--- src/hdl/kest_pkg.sv ---
// ============================================================================
// kest_pkg: shared types and constants for the keyed expiring slot table
// Holds the opcode and selection codes, the request and slot entry layouts,
// and the command and status bundles between the controller and datapath.
// ============================================================================
package kest_pkg;

   // Default number of slots in the table.
   localparam int ENTRIES_DEF = 32;

   // Width of the reported slot number.
   localparam int SLOT_W = 5;

   // Request operation codes.
   typedef enum logic [1:0] {
      OP_ALLOC = 2'd0,
      OP_TICK  = 2'd1,
      OP_CLEAR = 2'd2,
      OP_NONE  = 2'd3
   } opcode_type;

   // How an allocation picked its slot.
   typedef enum logic [1:0] {
      HOW_KEY      = 2'd0,
      HOW_EXPIRED  = 2'd1,
      HOW_FALLBACK = 2'd2,
      HOW_NONE     = 2'd3
   } how_type;

   // Controller states.
   typedef enum logic [2:0] {
      ST_IDLE,
      ST_SCAN,
      ST_ALLOC_WR,
      ST_CLEAR,
      ST_DONE
   } state_type;

   // One request as captured from the input channel.
   typedef struct packed {
      logic [1:0]         opcode;
      logic [15:0]        light_key;
      logic signed [15:0] pos_x;
      logic signed [15:0] pos_y;
      logic signed [15:0] pos_z;
      logic [15:0]        start_radius;
      logic [15:0]        lifetime;
      logic [15:0]        decay_rate;
      logic [31:0]        now;
      logic [15:0]        frame_time;
   } req_type;

   // One slot as kept in the slot memory.
   typedef struct packed {
      logic [15:0]        key;
      logic [31:0]        expiry;
      logic [15:0]        radius;
      logic [15:0]        decay;
      logic signed [15:0] pos_x;
      logic signed [15:0] pos_y;
      logic signed [15:0] pos_z;
   } entry_type;

   // Commands from the controller to the datapath.
   typedef struct packed {
      logic capture;
      logic scan_run;
      logic alloc_write;
      logic clear_all;
      logic load_rsp;
   } dp_cmd_type;

   // Status from the datapath to the controller.
   typedef struct packed {
      logic       scan_done;
      logic       rsp_free;
      logic [1:0] opcode;
   } dp_status_type;

endpackage

--- src/hdl/kest_if.sv ---
// ============================================================================
// kest_if: request and response channels of the keyed expiring slot table
// Each channel carries valid, ready and its payload; a transfer happens on a
// rising clock edge with valid and ready both high.
// ============================================================================
interface kest_req_if;
   logic               valid;
   logic               ready;
   logic [1:0]         opcode;
   logic [15:0]        light_key;
   logic signed [15:0] pos_x;
   logic signed [15:0] pos_y;
   logic signed [15:0] pos_z;
   logic [15:0]        start_radius;
   logic [15:0]        lifetime;
   logic [15:0]        decay_rate;
   logic [31:0]        now;
   logic [15:0]        frame_time;

   modport source (
      output valid, opcode, light_key, pos_x, pos_y, pos_z, start_radius,
             lifetime, decay_rate, now, frame_time,
      input  ready
   );
   modport sink (
      input  valid, opcode, light_key, pos_x, pos_y, pos_z, start_radius,
             lifetime, decay_rate, now, frame_time,
      output ready
   );
endinterface

interface kest_rsp_if;
   logic       valid;
   logic       ready;
   logic [4:0] slot_index;
   logic [1:0] how_chosen;

   modport source (
      output valid, slot_index, how_chosen,
      input  ready
   );
   modport sink (
      input  valid, slot_index, how_chosen,
      output ready
   );
endinterface

--- src/hdl/kest_ram.sv ---
// ============================================================================
// kest_ram: simple dual-port RAM
// One write port and one read port, with the read data registered.
// ============================================================================
module kest_ram #(
   parameter int WIDTH = 8,
   parameter int DEPTH = 32
) (
   input  logic                                      clock,
   input  logic                                      wr_en,
   input  logic [((DEPTH > 1) ? $clog2(DEPTH) : 1)-1:0] wr_addr,
   input  logic [WIDTH-1:0]                          wr_data,
   input  logic                                      rd_en,
   input  logic [((DEPTH > 1) ? $clog2(DEPTH) : 1)-1:0] rd_addr,
   output logic [WIDTH-1:0]                          rd_data
);

   logic [WIDTH-1:0] mem_ff [DEPTH];

   // Write port.
   always_ff @(posedge clock) begin
      if (wr_en) begin
         mem_ff[wr_addr] <= wr_data;
      end
   end

   // Registered read port.
   always_ff @(posedge clock) begin
      if (rd_en) begin
         rd_data <= mem_ff[rd_addr];
      end
   end

endmodule

--- src/hdl/kest_ctrl.sv ---
// ============================================================================
// kest_ctrl: sequencing controller for the keyed expiring slot table
// Accepts one request at a time, runs the slot scan, the allocation write or
// the table clear, and hands the result to the response register.
// ============================================================================
module kest_ctrl (
   input  logic                    clock,
   input  logic                    reset,
   input  logic                    req_valid,
   input  logic [1:0]              req_opcode,
   output logic                    req_ready,
   output kest_pkg::dp_cmd_type    cmd,
   input  kest_pkg::dp_status_type status
);
   import kest_pkg::*;

   state_type state_ff;
   state_type state_in;

   // State register.
   always_ff @(posedge clock) begin
      if (reset) begin
         state_ff <= ST_IDLE;
      end else begin
         state_ff <= state_in;
      end
   end

   // Next state.
   always_comb begin
      state_in = state_ff;
      unique case (state_ff)
         ST_IDLE: begin
            if (req_valid) begin
               unique case (opcode_type'(req_opcode))
                  OP_ALLOC: state_in = ST_SCAN;
                  OP_TICK:  state_in = ST_SCAN;
                  OP_CLEAR: state_in = ST_CLEAR;
                  OP_NONE:  state_in = ST_DONE;
               endcase
            end
         end
         ST_SCAN: begin
            if (status.scan_done) begin
               state_in = (status.opcode == OP_ALLOC) ? ST_ALLOC_WR : ST_DONE;
            end
         end
         ST_ALLOC_WR: state_in = ST_DONE;
         ST_CLEAR:    state_in = ST_DONE;
         ST_DONE: begin
            if (status.rsp_free) begin
               state_in = ST_IDLE;
            end
         end
         default: state_in = ST_IDLE;
      endcase
   end

   // Outputs.
   always_comb begin
      req_ready       = (state_ff == ST_IDLE);
      cmd.capture     = (state_ff == ST_IDLE) && req_valid;
      cmd.scan_run    = (state_ff == ST_SCAN);
      cmd.alloc_write = (state_ff == ST_ALLOC_WR);
      cmd.clear_all   = (state_ff == ST_CLEAR);
      cmd.load_rsp    = (state_ff == ST_DONE) && status.rsp_free;
   end

   // The allocation write always follows a finished scan.
   a_alloc_after_scan: assert property (@(posedge clock) disable iff (reset)
      (state_ff == ST_ALLOC_WR) |-> ($past(state_ff) == ST_SCAN))
      else $error("allocation write without a preceding scan");

   // A scan keeps going until the datapath reports it finished.
   a_scan_holds: assert property (@(posedge clock) disable iff (reset)
      (state_ff == ST_SCAN && !status.scan_done) |=> (state_ff == ST_SCAN))
      else $error("scan left before it finished");

   // A clear is followed in the next cycle by the result stage.
   a_clear_one_cycle: assert property (@(posedge clock) disable iff (reset)
      (state_ff == ST_CLEAR) |=> (state_ff == ST_DONE))
      else $error("clear did not move on to the result stage");

endmodule

--- src/hdl/kest_datapath.sv ---
// ============================================================================
// kest_datapath: slot storage and scan pipeline
// Holds the slot memory and its valid bits, walks the slots through a read
// pipeline for allocation search and frame decay, and keeps the response
// register.
// ============================================================================
module kest_datapath #(
   parameter int ENTRIES = kest_pkg::ENTRIES_DEF
) (
   input  logic                           clock,
   input  logic                           reset,
   input  kest_pkg::req_type              req_data,
   input  kest_pkg::dp_cmd_type           cmd,
   output kest_pkg::dp_status_type        status,
   input  logic                           rsp_ready,
   output logic                           rsp_valid,
   output logic [kest_pkg::SLOT_W-1:0]    rsp_slot_index,
   output logic [1:0]                     rsp_how_chosen
);
   import kest_pkg::*;

   localparam int IDX_W = (ENTRIES > 1) ? $clog2(ENTRIES) : 1;
   localparam int CNT_W = $clog2(ENTRIES + 1);
   localparam int ENT_W = $bits(entry_type);

   // Captured request.
   req_type            req_ff;

   // Valid bits: a slot never written since reset or clear reads as zero.
   logic [ENTRIES-1:0] valid_ff;
   logic [ENTRIES-1:0] valid_in;

   // Read issue counter and pipeline stages.
   logic [CNT_W-1:0]   rd_cnt_ff;
   logic [CNT_W-1:0]   rd_cnt_in;
   logic               issue;
   logic               s1_vld_ff;
   logic [IDX_W-1:0]   s1_idx_ff;
   entry_type          s1_entry;
   logic [31:0]        s1_prod;
   logic               s2_vld_ff;
   logic [IDX_W-1:0]   s2_idx_ff;
   entry_type          s2_entry_ff;
   logic [15:0]        s2_loss_ff;
   logic               s2_expired;
   logic               s2_key_hit;
   logic [15:0]        tick_radius;
   logic               tick_wr;

   // First-match tracking for allocation.
   logic               key_found_ff;
   logic [IDX_W-1:0]   key_idx_ff;
   logic               exp_found_ff;
   logic [IDX_W-1:0]   exp_idx_ff;
   logic [IDX_W-1:0]   pick_idx;
   how_type            pick_how;
   entry_type          alloc_entry;
   entry_type          tick_entry;

   // Memory ports.
   logic               wr_en;
   logic [IDX_W-1:0]   wr_addr;
   entry_type          wr_entry;
   logic [ENT_W-1:0]   ram_rd_data;

   // Response register.
   logic               rsp_valid_ff;
   logic [SLOT_W-1:0]  rsp_idx_ff;
   how_type            rsp_how_ff;

   // Request capture.
   always_ff @(posedge clock) begin
      if (cmd.capture) begin
         req_ff <= req_data;
      end
   end

   // Read issue counter walks the slots once per scan.
   assign issue = cmd.scan_run && (rd_cnt_ff != CNT_W'(ENTRIES));

   always_comb begin
      rd_cnt_in = rd_cnt_ff;
      if (cmd.capture) begin
         rd_cnt_in = '0;
      end else if (issue) begin
         rd_cnt_in = rd_cnt_ff + CNT_W'(1);
      end
   end

   always_ff @(posedge clock) begin
      if (reset) begin
         rd_cnt_ff <= '0;
         s1_vld_ff <= 1'b0;
         s2_vld_ff <= 1'b0;
      end else begin
         rd_cnt_ff <= rd_cnt_in;
         s1_vld_ff <= issue;
         s2_vld_ff <= s1_vld_ff;
      end
   end

   // Stage one: memory data arrives; mask unwritten slots and form the loss.
   assign s1_entry = valid_ff[s1_idx_ff] ? entry_type'(ram_rd_data) : '0;
   assign s1_prod  = {16'd0, req_ff.frame_time} * {16'd0, s1_entry.decay};

   always_ff @(posedge clock) begin
      s1_idx_ff   <= rd_cnt_ff[IDX_W-1:0];
      s2_idx_ff   <= s1_idx_ff;
      s2_entry_ff <= s1_entry;
      s2_loss_ff  <= s1_prod[31:16];
   end

   // Stage two: compare against the request and compute the decayed radius.
   assign s2_expired = (s2_entry_ff.expiry < req_ff.now);
   assign s2_key_hit = (req_ff.light_key != 16'd0) &&
                       (s2_entry_ff.key == req_ff.light_key);

   always_comb begin
      if (s2_expired || (s2_loss_ff >= s2_entry_ff.radius)) begin
         tick_radius = '0;
      end else begin
         tick_radius = s2_entry_ff.radius - s2_loss_ff;
      end
   end

   assign tick_wr = s2_vld_ff && (req_ff.opcode == OP_TICK) &&
                    (s2_entry_ff.radius != 16'd0);

   always_comb begin
      tick_entry        = s2_entry_ff;
      tick_entry.radius = tick_radius;
   end

   // Remember the first key match and the first expired slot.
   always_ff @(posedge clock) begin
      if (reset || cmd.capture) begin
         key_found_ff <= 1'b0;
         exp_found_ff <= 1'b0;
      end else if (s2_vld_ff) begin
         if (s2_key_hit && !key_found_ff) begin
            key_found_ff <= 1'b1;
         end
         if (s2_expired && !exp_found_ff) begin
            exp_found_ff <= 1'b1;
         end
      end
   end

   always_ff @(posedge clock) begin
      if (s2_vld_ff && s2_key_hit && !key_found_ff) begin
         key_idx_ff <= s2_idx_ff;
      end
      if (s2_vld_ff && s2_expired && !exp_found_ff) begin
         exp_idx_ff <= s2_idx_ff;
      end
   end

   // Allocation choice: key match, then first expired, then slot zero.
   always_comb begin
      priority if (key_found_ff) begin
         pick_idx = key_idx_ff;
         pick_how = HOW_KEY;
      end else if (exp_found_ff) begin
         pick_idx = exp_idx_ff;
         pick_how = HOW_EXPIRED;
      end else begin
         pick_idx = '0;
         pick_how = HOW_FALLBACK;
      end
   end

   always_comb begin
      alloc_entry.key    = req_ff.light_key;
      alloc_entry.expiry = req_ff.now + {16'd0, req_ff.lifetime};
      alloc_entry.radius = req_ff.start_radius;
      alloc_entry.decay  = req_ff.decay_rate;
      alloc_entry.pos_x  = req_ff.pos_x;
      alloc_entry.pos_y  = req_ff.pos_y;
      alloc_entry.pos_z  = req_ff.pos_z;
   end

   // Memory write port: allocation or decay write-back.
   always_comb begin
      wr_en    = tick_wr || cmd.alloc_write;
      wr_addr  = cmd.alloc_write ? pick_idx : s2_idx_ff;
      wr_entry = cmd.alloc_write ? alloc_entry : tick_entry;
   end

   kest_ram #(
      .WIDTH (ENT_W),
      .DEPTH (ENTRIES)
   ) u_slot_ram (
      .clock   (clock),
      .wr_en   (wr_en),
      .wr_addr (wr_addr),
      .wr_data (wr_entry),
      .rd_en   (issue),
      .rd_addr (rd_cnt_ff[IDX_W-1:0]),
      .rd_data (ram_rd_data)
   );

   // Valid bits: cleared all at once, set on every write.
   always_comb begin
      valid_in = valid_ff;
      if (cmd.clear_all) begin
         valid_in = '0;
      end else if (wr_en) begin
         valid_in[wr_addr] = 1'b1;
      end
   end

   always_ff @(posedge clock) begin
      if (reset) begin
         valid_ff <= '0;
      end else begin
         valid_ff <= valid_in;
      end
   end

   // Response register: loads when empty or being drained.
   always_ff @(posedge clock) begin
      if (reset) begin
         rsp_valid_ff <= 1'b0;
      end else if (cmd.load_rsp) begin
         rsp_valid_ff <= 1'b1;
      end else if (rsp_ready) begin
         rsp_valid_ff <= 1'b0;
      end
   end

   always_ff @(posedge clock) begin
      if (cmd.load_rsp) begin
         if (req_ff.opcode == OP_ALLOC) begin
            rsp_idx_ff <= SLOT_W'({{SLOT_W{1'b0}}, pick_idx});
            rsp_how_ff <= pick_how;
         end else begin
            rsp_idx_ff <= '0;
            rsp_how_ff <= HOW_NONE;
         end
      end
   end

   assign rsp_valid      = rsp_valid_ff;
   assign rsp_slot_index = rsp_idx_ff;
   assign rsp_how_chosen = rsp_how_ff;

   // Status back to the controller.
   always_comb begin
      status.scan_done = (rd_cnt_ff == CNT_W'(ENTRIES)) && !s1_vld_ff && !s2_vld_ff;
      status.rsp_free  = !rsp_valid_ff || rsp_ready;
      status.opcode    = req_ff.opcode;
   end

   // A decay write-back never lands on the slot being read in the same cycle.
   a_no_rw_clash: assert property (@(posedge clock) disable iff (reset)
      (wr_en && issue) |-> (wr_addr != rd_cnt_ff[IDX_W-1:0]))
      else $error("slot memory written and read at the same address");

   // The allocation write and a decay write-back never compete for the port.
   a_one_writer: assert property (@(posedge clock) disable iff (reset)
      !(tick_wr && cmd.alloc_write))
      else $error("two writers on the slot memory");

   // A key match is only reported for a nonzero key.
   a_key_nonzero: assert property (@(posedge clock) disable iff (reset)
      (cmd.alloc_write && key_found_ff) |-> (req_ff.light_key != 16'd0))
      else $error("key match reported for the null key");

endmodule

--- src/hdl/keyed_expiring_slot_table.sv ---
// ============================================================================
// keyed_expiring_slot_table: keyed light slot allocator with expiry
// A table of light slots with key, position, radius, decay and expiry. Allocate
// reuses a slot by key, else the first expired slot, else slot zero; tick
// decays every live radius; clear empties the table.
//
//   Channel    Direction  Handshake       Payload
//   req_chan   in         valid / ready   opcode, key, position, radius, etc.
//   rsp_chan   out        valid / ready   slot_index, how_chosen
//
// Allocate and tick walk every slot through the single read port of the slot
// memory, one slot a cycle; clear and the unused opcode skip the walk.
// Reset clears all slots at once through per-slot valid bits; no clearing pass.
// A stalled response holds in its output register; the next request is taken
// meanwhile, and only its own result waits for that register to drain.
// ============================================================================
module keyed_expiring_slot_table #(
   parameter int ENTRIES = kest_pkg::ENTRIES_DEF
) (
   input logic        clock,
   input logic        reset,
   kest_req_if.sink   req_chan,
   kest_rsp_if.source rsp_chan
);
   import kest_pkg::*;

   req_type       req_data;
   dp_cmd_type    cmd;
   dp_status_type status;

   // Gather the request payload.
   always_comb begin
      req_data.opcode       = req_chan.opcode;
      req_data.light_key    = req_chan.light_key;
      req_data.pos_x        = req_chan.pos_x;
      req_data.pos_y        = req_chan.pos_y;
      req_data.pos_z        = req_chan.pos_z;
      req_data.start_radius = req_chan.start_radius;
      req_data.lifetime     = req_chan.lifetime;
      req_data.decay_rate   = req_chan.decay_rate;
      req_data.now          = req_chan.now;
      req_data.frame_time   = req_chan.frame_time;
   end

   kest_ctrl u_ctrl (
      .clock      (clock),
      .reset      (reset),
      .req_valid  (req_chan.valid),
      .req_opcode (req_chan.opcode),
      .req_ready  (req_chan.ready),
      .cmd        (cmd),
      .status     (status)
   );

   kest_datapath #(
      .ENTRIES (ENTRIES)
   ) u_datapath (
      .clock          (clock),
      .reset          (reset),
      .req_data       (req_data),
      .cmd            (cmd),
      .status         (status),
      .rsp_ready      (rsp_chan.ready),
      .rsp_valid      (rsp_chan.valid),
      .rsp_slot_index (rsp_chan.slot_index),
      .rsp_how_chosen (rsp_chan.how_chosen)
   );

endmodule

--- src/flat_wrapper.sv ---
// flat-port wrapper written by rule: the top's interface ports become plain ports
module keyed_expiring_slot_table_flat import kest_pkg::*;
#(
   parameter int ENTRIES = kest_pkg::ENTRIES_DEF
)
  (clock, reset, req_chan_valid, req_chan_opcode, req_chan_light_key, req_chan_pos_x, req_chan_pos_y, req_chan_pos_z, req_chan_start_radius, req_chan_lifetime, req_chan_decay_rate, req_chan_now, req_chan_frame_time, req_chan_ready, rsp_chan_valid, rsp_chan_slot_index, rsp_chan_how_chosen, rsp_chan_ready);
  kest_req_if req_chan_i ();
  kest_rsp_if rsp_chan_i ();
  input logic clock;
  input logic reset;
  input wire logic [$bits(req_chan_i.valid)-1:0] req_chan_valid;
  input wire logic [$bits(req_chan_i.opcode)-1:0] req_chan_opcode;
  input wire logic [$bits(req_chan_i.light_key)-1:0] req_chan_light_key;
  input wire logic [$bits(req_chan_i.pos_x)-1:0] req_chan_pos_x;
  input wire logic [$bits(req_chan_i.pos_y)-1:0] req_chan_pos_y;
  input wire logic [$bits(req_chan_i.pos_z)-1:0] req_chan_pos_z;
  input wire logic [$bits(req_chan_i.start_radius)-1:0] req_chan_start_radius;
  input wire logic [$bits(req_chan_i.lifetime)-1:0] req_chan_lifetime;
  input wire logic [$bits(req_chan_i.decay_rate)-1:0] req_chan_decay_rate;
  input wire logic [$bits(req_chan_i.now)-1:0] req_chan_now;
  input wire logic [$bits(req_chan_i.frame_time)-1:0] req_chan_frame_time;
  output wire logic [$bits(req_chan_i.ready)-1:0] req_chan_ready;
  output wire logic [$bits(rsp_chan_i.valid)-1:0] rsp_chan_valid;
  output wire logic [$bits(rsp_chan_i.slot_index)-1:0] rsp_chan_slot_index;
  output wire logic [$bits(rsp_chan_i.how_chosen)-1:0] rsp_chan_how_chosen;
  input wire logic [$bits(rsp_chan_i.ready)-1:0] rsp_chan_ready;
  assign req_chan_i.valid = req_chan_valid;
  assign req_chan_i.opcode = req_chan_opcode;
  assign req_chan_i.light_key = req_chan_light_key;
  assign req_chan_i.pos_x = req_chan_pos_x;
  assign req_chan_i.pos_y = req_chan_pos_y;
  assign req_chan_i.pos_z = req_chan_pos_z;
  assign req_chan_i.start_radius = req_chan_start_radius;
  assign req_chan_i.lifetime = req_chan_lifetime;
  assign req_chan_i.decay_rate = req_chan_decay_rate;
  assign req_chan_i.now = req_chan_now;
  assign req_chan_i.frame_time = req_chan_frame_time;
  assign req_chan_ready = req_chan_i.ready;
  assign rsp_chan_valid = rsp_chan_i.valid;
  assign rsp_chan_slot_index = rsp_chan_i.slot_index;
  assign rsp_chan_how_chosen = rsp_chan_i.how_chosen;
  assign rsp_chan_i.ready = rsp_chan_ready;
  keyed_expiring_slot_table #(.ENTRIES(ENTRIES)) u_core (.clock(clock), .reset(reset), .req_chan(req_chan_i), .rsp_chan(rsp_chan_i));
endmodule
--- config.mk ---
export PLATFORM = sky130hd
export DESIGN_NAME = keyed_expiring_slot_table_flat
export DESIGN_NICKNAME = d
export VERILOG_FILES = /design/src/hdl/kest_pkg.sv /design/src/hdl/kest_if.sv /design/src/hdl/kest_ram.sv /design/src/hdl/kest_ctrl.sv /design/src/hdl/kest_datapath.sv /design/src/hdl/keyed_expiring_slot_table.sv /design/src/flat_wrapper.sv
export SDC_FILE = /design/constraint.sdc
export NUM_CORES = 2
export LEC_CHECK = 0
export BUFFER_PORTS_ARGS = -buffer_cell sky130_fd_sc_hd__buf_2
export CAP_MARGIN = 40
export CORE_AREA = 2 2 871 656
export DETAILED_ROUTE_END_ITERATION = 10
export DIE_AREA = 0 0 873 658
export PLACE_DENSITY_LB_ADDON = 0.15
export SETUP_SLACK_MARGIN = 0.1
export SYNTH_ARGS = -nofsm -noshare
export SYNTH_HDL_FRONTEND = slang
export SYNTH_HIERARCHICAL = 1
export SYNTH_SLANG_ARGS = --single-unit
--- constraint.sdc ---
create_clock -name clock -period 8.7 [get_ports clock]
set_input_delay 1.74 -clock clock [delete_from_list [all_inputs] [get_ports clock]]
set_output_delay 1.74 -clock clock [all_outputs]
set_load 0.02 [all_outputs]
==> results by group <==
Worst setup path
  – Buf+Inv Stages, Crit Path: 5
  – Critical R2R Launch: u_core/u_datapath/s1_idx_ff[1]
  – CP Capture Type: register
  – Critical path origin: u_core/u_datapath/s1_idx_ff[1]
  – Crit-path max FO: 42
  – Crit-path slowest cell: fa_1
  – Critical Path Start Type: register
  – Critical path class: reg -> reg
  – R2r setup slk: 510 ps
  – Crit-path leading delay family: adder cells
  – R2R depth: 25
  – Worst EP required: 9500 ps
  – Crit path depth: 25
  – Slowest stage delay, CP: 520 ps
  – Critical Path AT: 8990 ps
  – CP most frequent cell: fa_1

Route
  – Pre-Repair DR Iteration Count: 8
  – Routed WL per cell: 28.2 µm
  – Vias: 61300
  – Total wire length: 403 mm
  – Vias/cell: 4.29
  – Post-route ant nets: 0
  – DRC viols: 16
  – DRT iter0 DRCs: 5604

Die
  – Std cell rows: 240
  – Core ar.: 567000 µm²
  – Io pins: 175
  – Area of the die: 574000 µm²
  – Vert. Die Dim: 658 µm
  – Initial core utilization: 21.0%
  – Die width: 873 µm

Final layout
  – Cell area after layout: 141000 µm²
  – Final cell count without fillers: 14300
  – Layout Nets: 7047
  – Share of cells above drive strength 1: 23.4%
  – Reg area: 86300 µm²
  – Commonest non-fill, non-tap cell in the layout: edfxtp_1
  – Final cell utilization of the core: 24.9%
  – Synth-to-layout area growth: 18.6%
  – Multi-input logic area: 30400 µm²
  – Fillers: 57500
  – Most frequent cells in the layout: 2771 x edfxtp_1, 596 x mux4_2, 324 x clkbuf_16

CTS
  – CTS sink cnt: 2923
  – CTS max path bufs: 4
  – Max H-tree Level: 5
  – Latest clock arrival within the worst-skew pair: 970 ps
  – Hold Buf Count CTS: 0
  – Num CTS Buffers: 318
  – CTS Root Cell: clkbuf_16
  – CTS tree: built
  – Clock slew at reported path FFs: 60 ps
  – Post-CTS setup buffer count: 0

STA
  – Slew headroom: 35.6%
  – Min Clock Period, post-route: 8190 ps
  – Unrepaired setup endpoints after global routing: false
  – Final setup violation count: 0
  – Worst-Margin Slew: 966 ps
  – Fmax: 122 MHz
  – Clock Skew: 77.2 ps
  – Crit share post-route: 94.1%
  – TNS Setup: 0 ps
  – Pins Over Slew Limit: 0
  – Fin. Hold Viols: 0

Placement
  – Placed Cells: 13700
  – Routability congestion estimate: 0.731
  – DP HPWL: 234 mm
  – I/O Buffers: 126
  – Area after DPL: 131000 µm²

Min path
  – Hold_sp: u_core/u_datapath/s1_idx_ff[3]
  – Hold Crit Depth: 0
  – Hold WC Path Type: reg -> reg

Global routing
  – GR Overflow Total: 0
  – Largest net degree at the start of global routing: 95
  – Gr usage total: 13.7%
  – Vias in the first global route: 64700
  – Number of antenna violations at the first check in global routing: 32
  – First-pass GRT wire length: 550 mm

Logic synthesis
  – Syn Nets: 6689
  – Yosys warns: 6
  – Syn_area_per_cell: 19.3 µm²
  – Synthesized instance count: 6162
  – Synth Cell Area: 119000 µm²

Power
  – Leakage: 45.6 nW
  – Peak supply drop: 0.160 mV
  – Power Density: 226 nW/µm²

Status
  – Failing checks: DRC
  – Status: finished with violations

Job
  – Max Cap Viol: 0
[worst reg2reg max path: cells and delay by family, from the launching register on]
kind | cells | cell delay [ps]
multiplexers | 1 | 390
flip-flops | 1 | 310
AO/OA/AOI/OAI | 7 | 1830
buffers and inverters | 5 | 810
AND/OR/NAND/NOR | 5 | 1410
adder cells (fa/ha/maj) | 7 | 3290
[registers in the layout, indices dropped and copies added, names as in the netlist, 3 cells and up]
name	flops
u_core/u_datapath/s1_idx_ff	5
u_core/u_datapath/req_ff	64
u_core/u_datapath/rsp_slot_index	5
u_core/u_datapath/u_slot_ram/mem_ff	2560
u_core/u_datapath/s2_loss_ff	16
u_core/u_datapath/s2_entry_ff	80
u_core/u_datapath/rd_cnt_ff	6
u_core/u_datapath/s2_idx_ff	5
u_core/u_ctrl/state_ff	3
u_core/u_datapath/key_idx_ff	5
u_core/u_datapath/u_slot_ram/rd_data	80
u_core/u_datapath/valid_ff	32
u_core/u_datapath/alloc_entry	48
u_core/u_datapath/exp_idx_ff	5
[routing by layer]
metal,global-route usage (%),wire [µm]
met3,1.67,16000
met5,0,0
met2,22.4,190000
met4,2.45,7000
met1,19.7,190000
[power breakdown]
group	internal (mW)	leakage, nW	total (mW)	switching [mW]
Sequential	15.8	27.0	15.9	0.170
Clock	7.51	4.87	13.3	5.84
Combinational	0.968	13.8	2.69	1.72
Total	24.2	45.6	32.0	7.73
[final cells by class]
cell class              instances  share of cell area, %
diodes                          7                 0.0124
clock buffers                 423                   6.07
clock inverters               155                   1.00
inverters                     288                  0.765
multi-input cells            2588                   21.5
flip-flops and latches       2923                   61.0
well taps                    7502                   6.64
repair buffers                401                   3.02
[final timing paths]
check | endpoint
worst max-delay path | u_core/u_datapath/s2_loss_ff[15]
worst min-delay path | u_core/u_datapath/s2_idx_ff[3]
worst max register to register | u_core/u_datapath/s2_loss_ff[15]
worst min register to register | u_core/u_datapath/s2_idx_ff[3]
[per-stage QoR]
| stage | worst slack (ps) | total power [mW] | hold WS, ps |
|---|---|---|---|
| after floorplan | 1980 | 17.8 | 332 |
| after global placement | -15.3 | 18.9 | 409 |
| after detailed placement | -3.72 | 19.0 | 404 |
| after CTS | 209 | 32.5 | 412 |
| after global routing | 121 | 33.2 | 421 |
| final | 511 | 32.0 | 410 |
[what timing repair did]
action	4_1_cts	5_1_grt
gates resized for setup	2	6
hold endpoints to repair	0	0
endpoints found under the setup margin	7	11
pin swaps	0	1
Note: power is estimated with default switching activity, not from simulation.
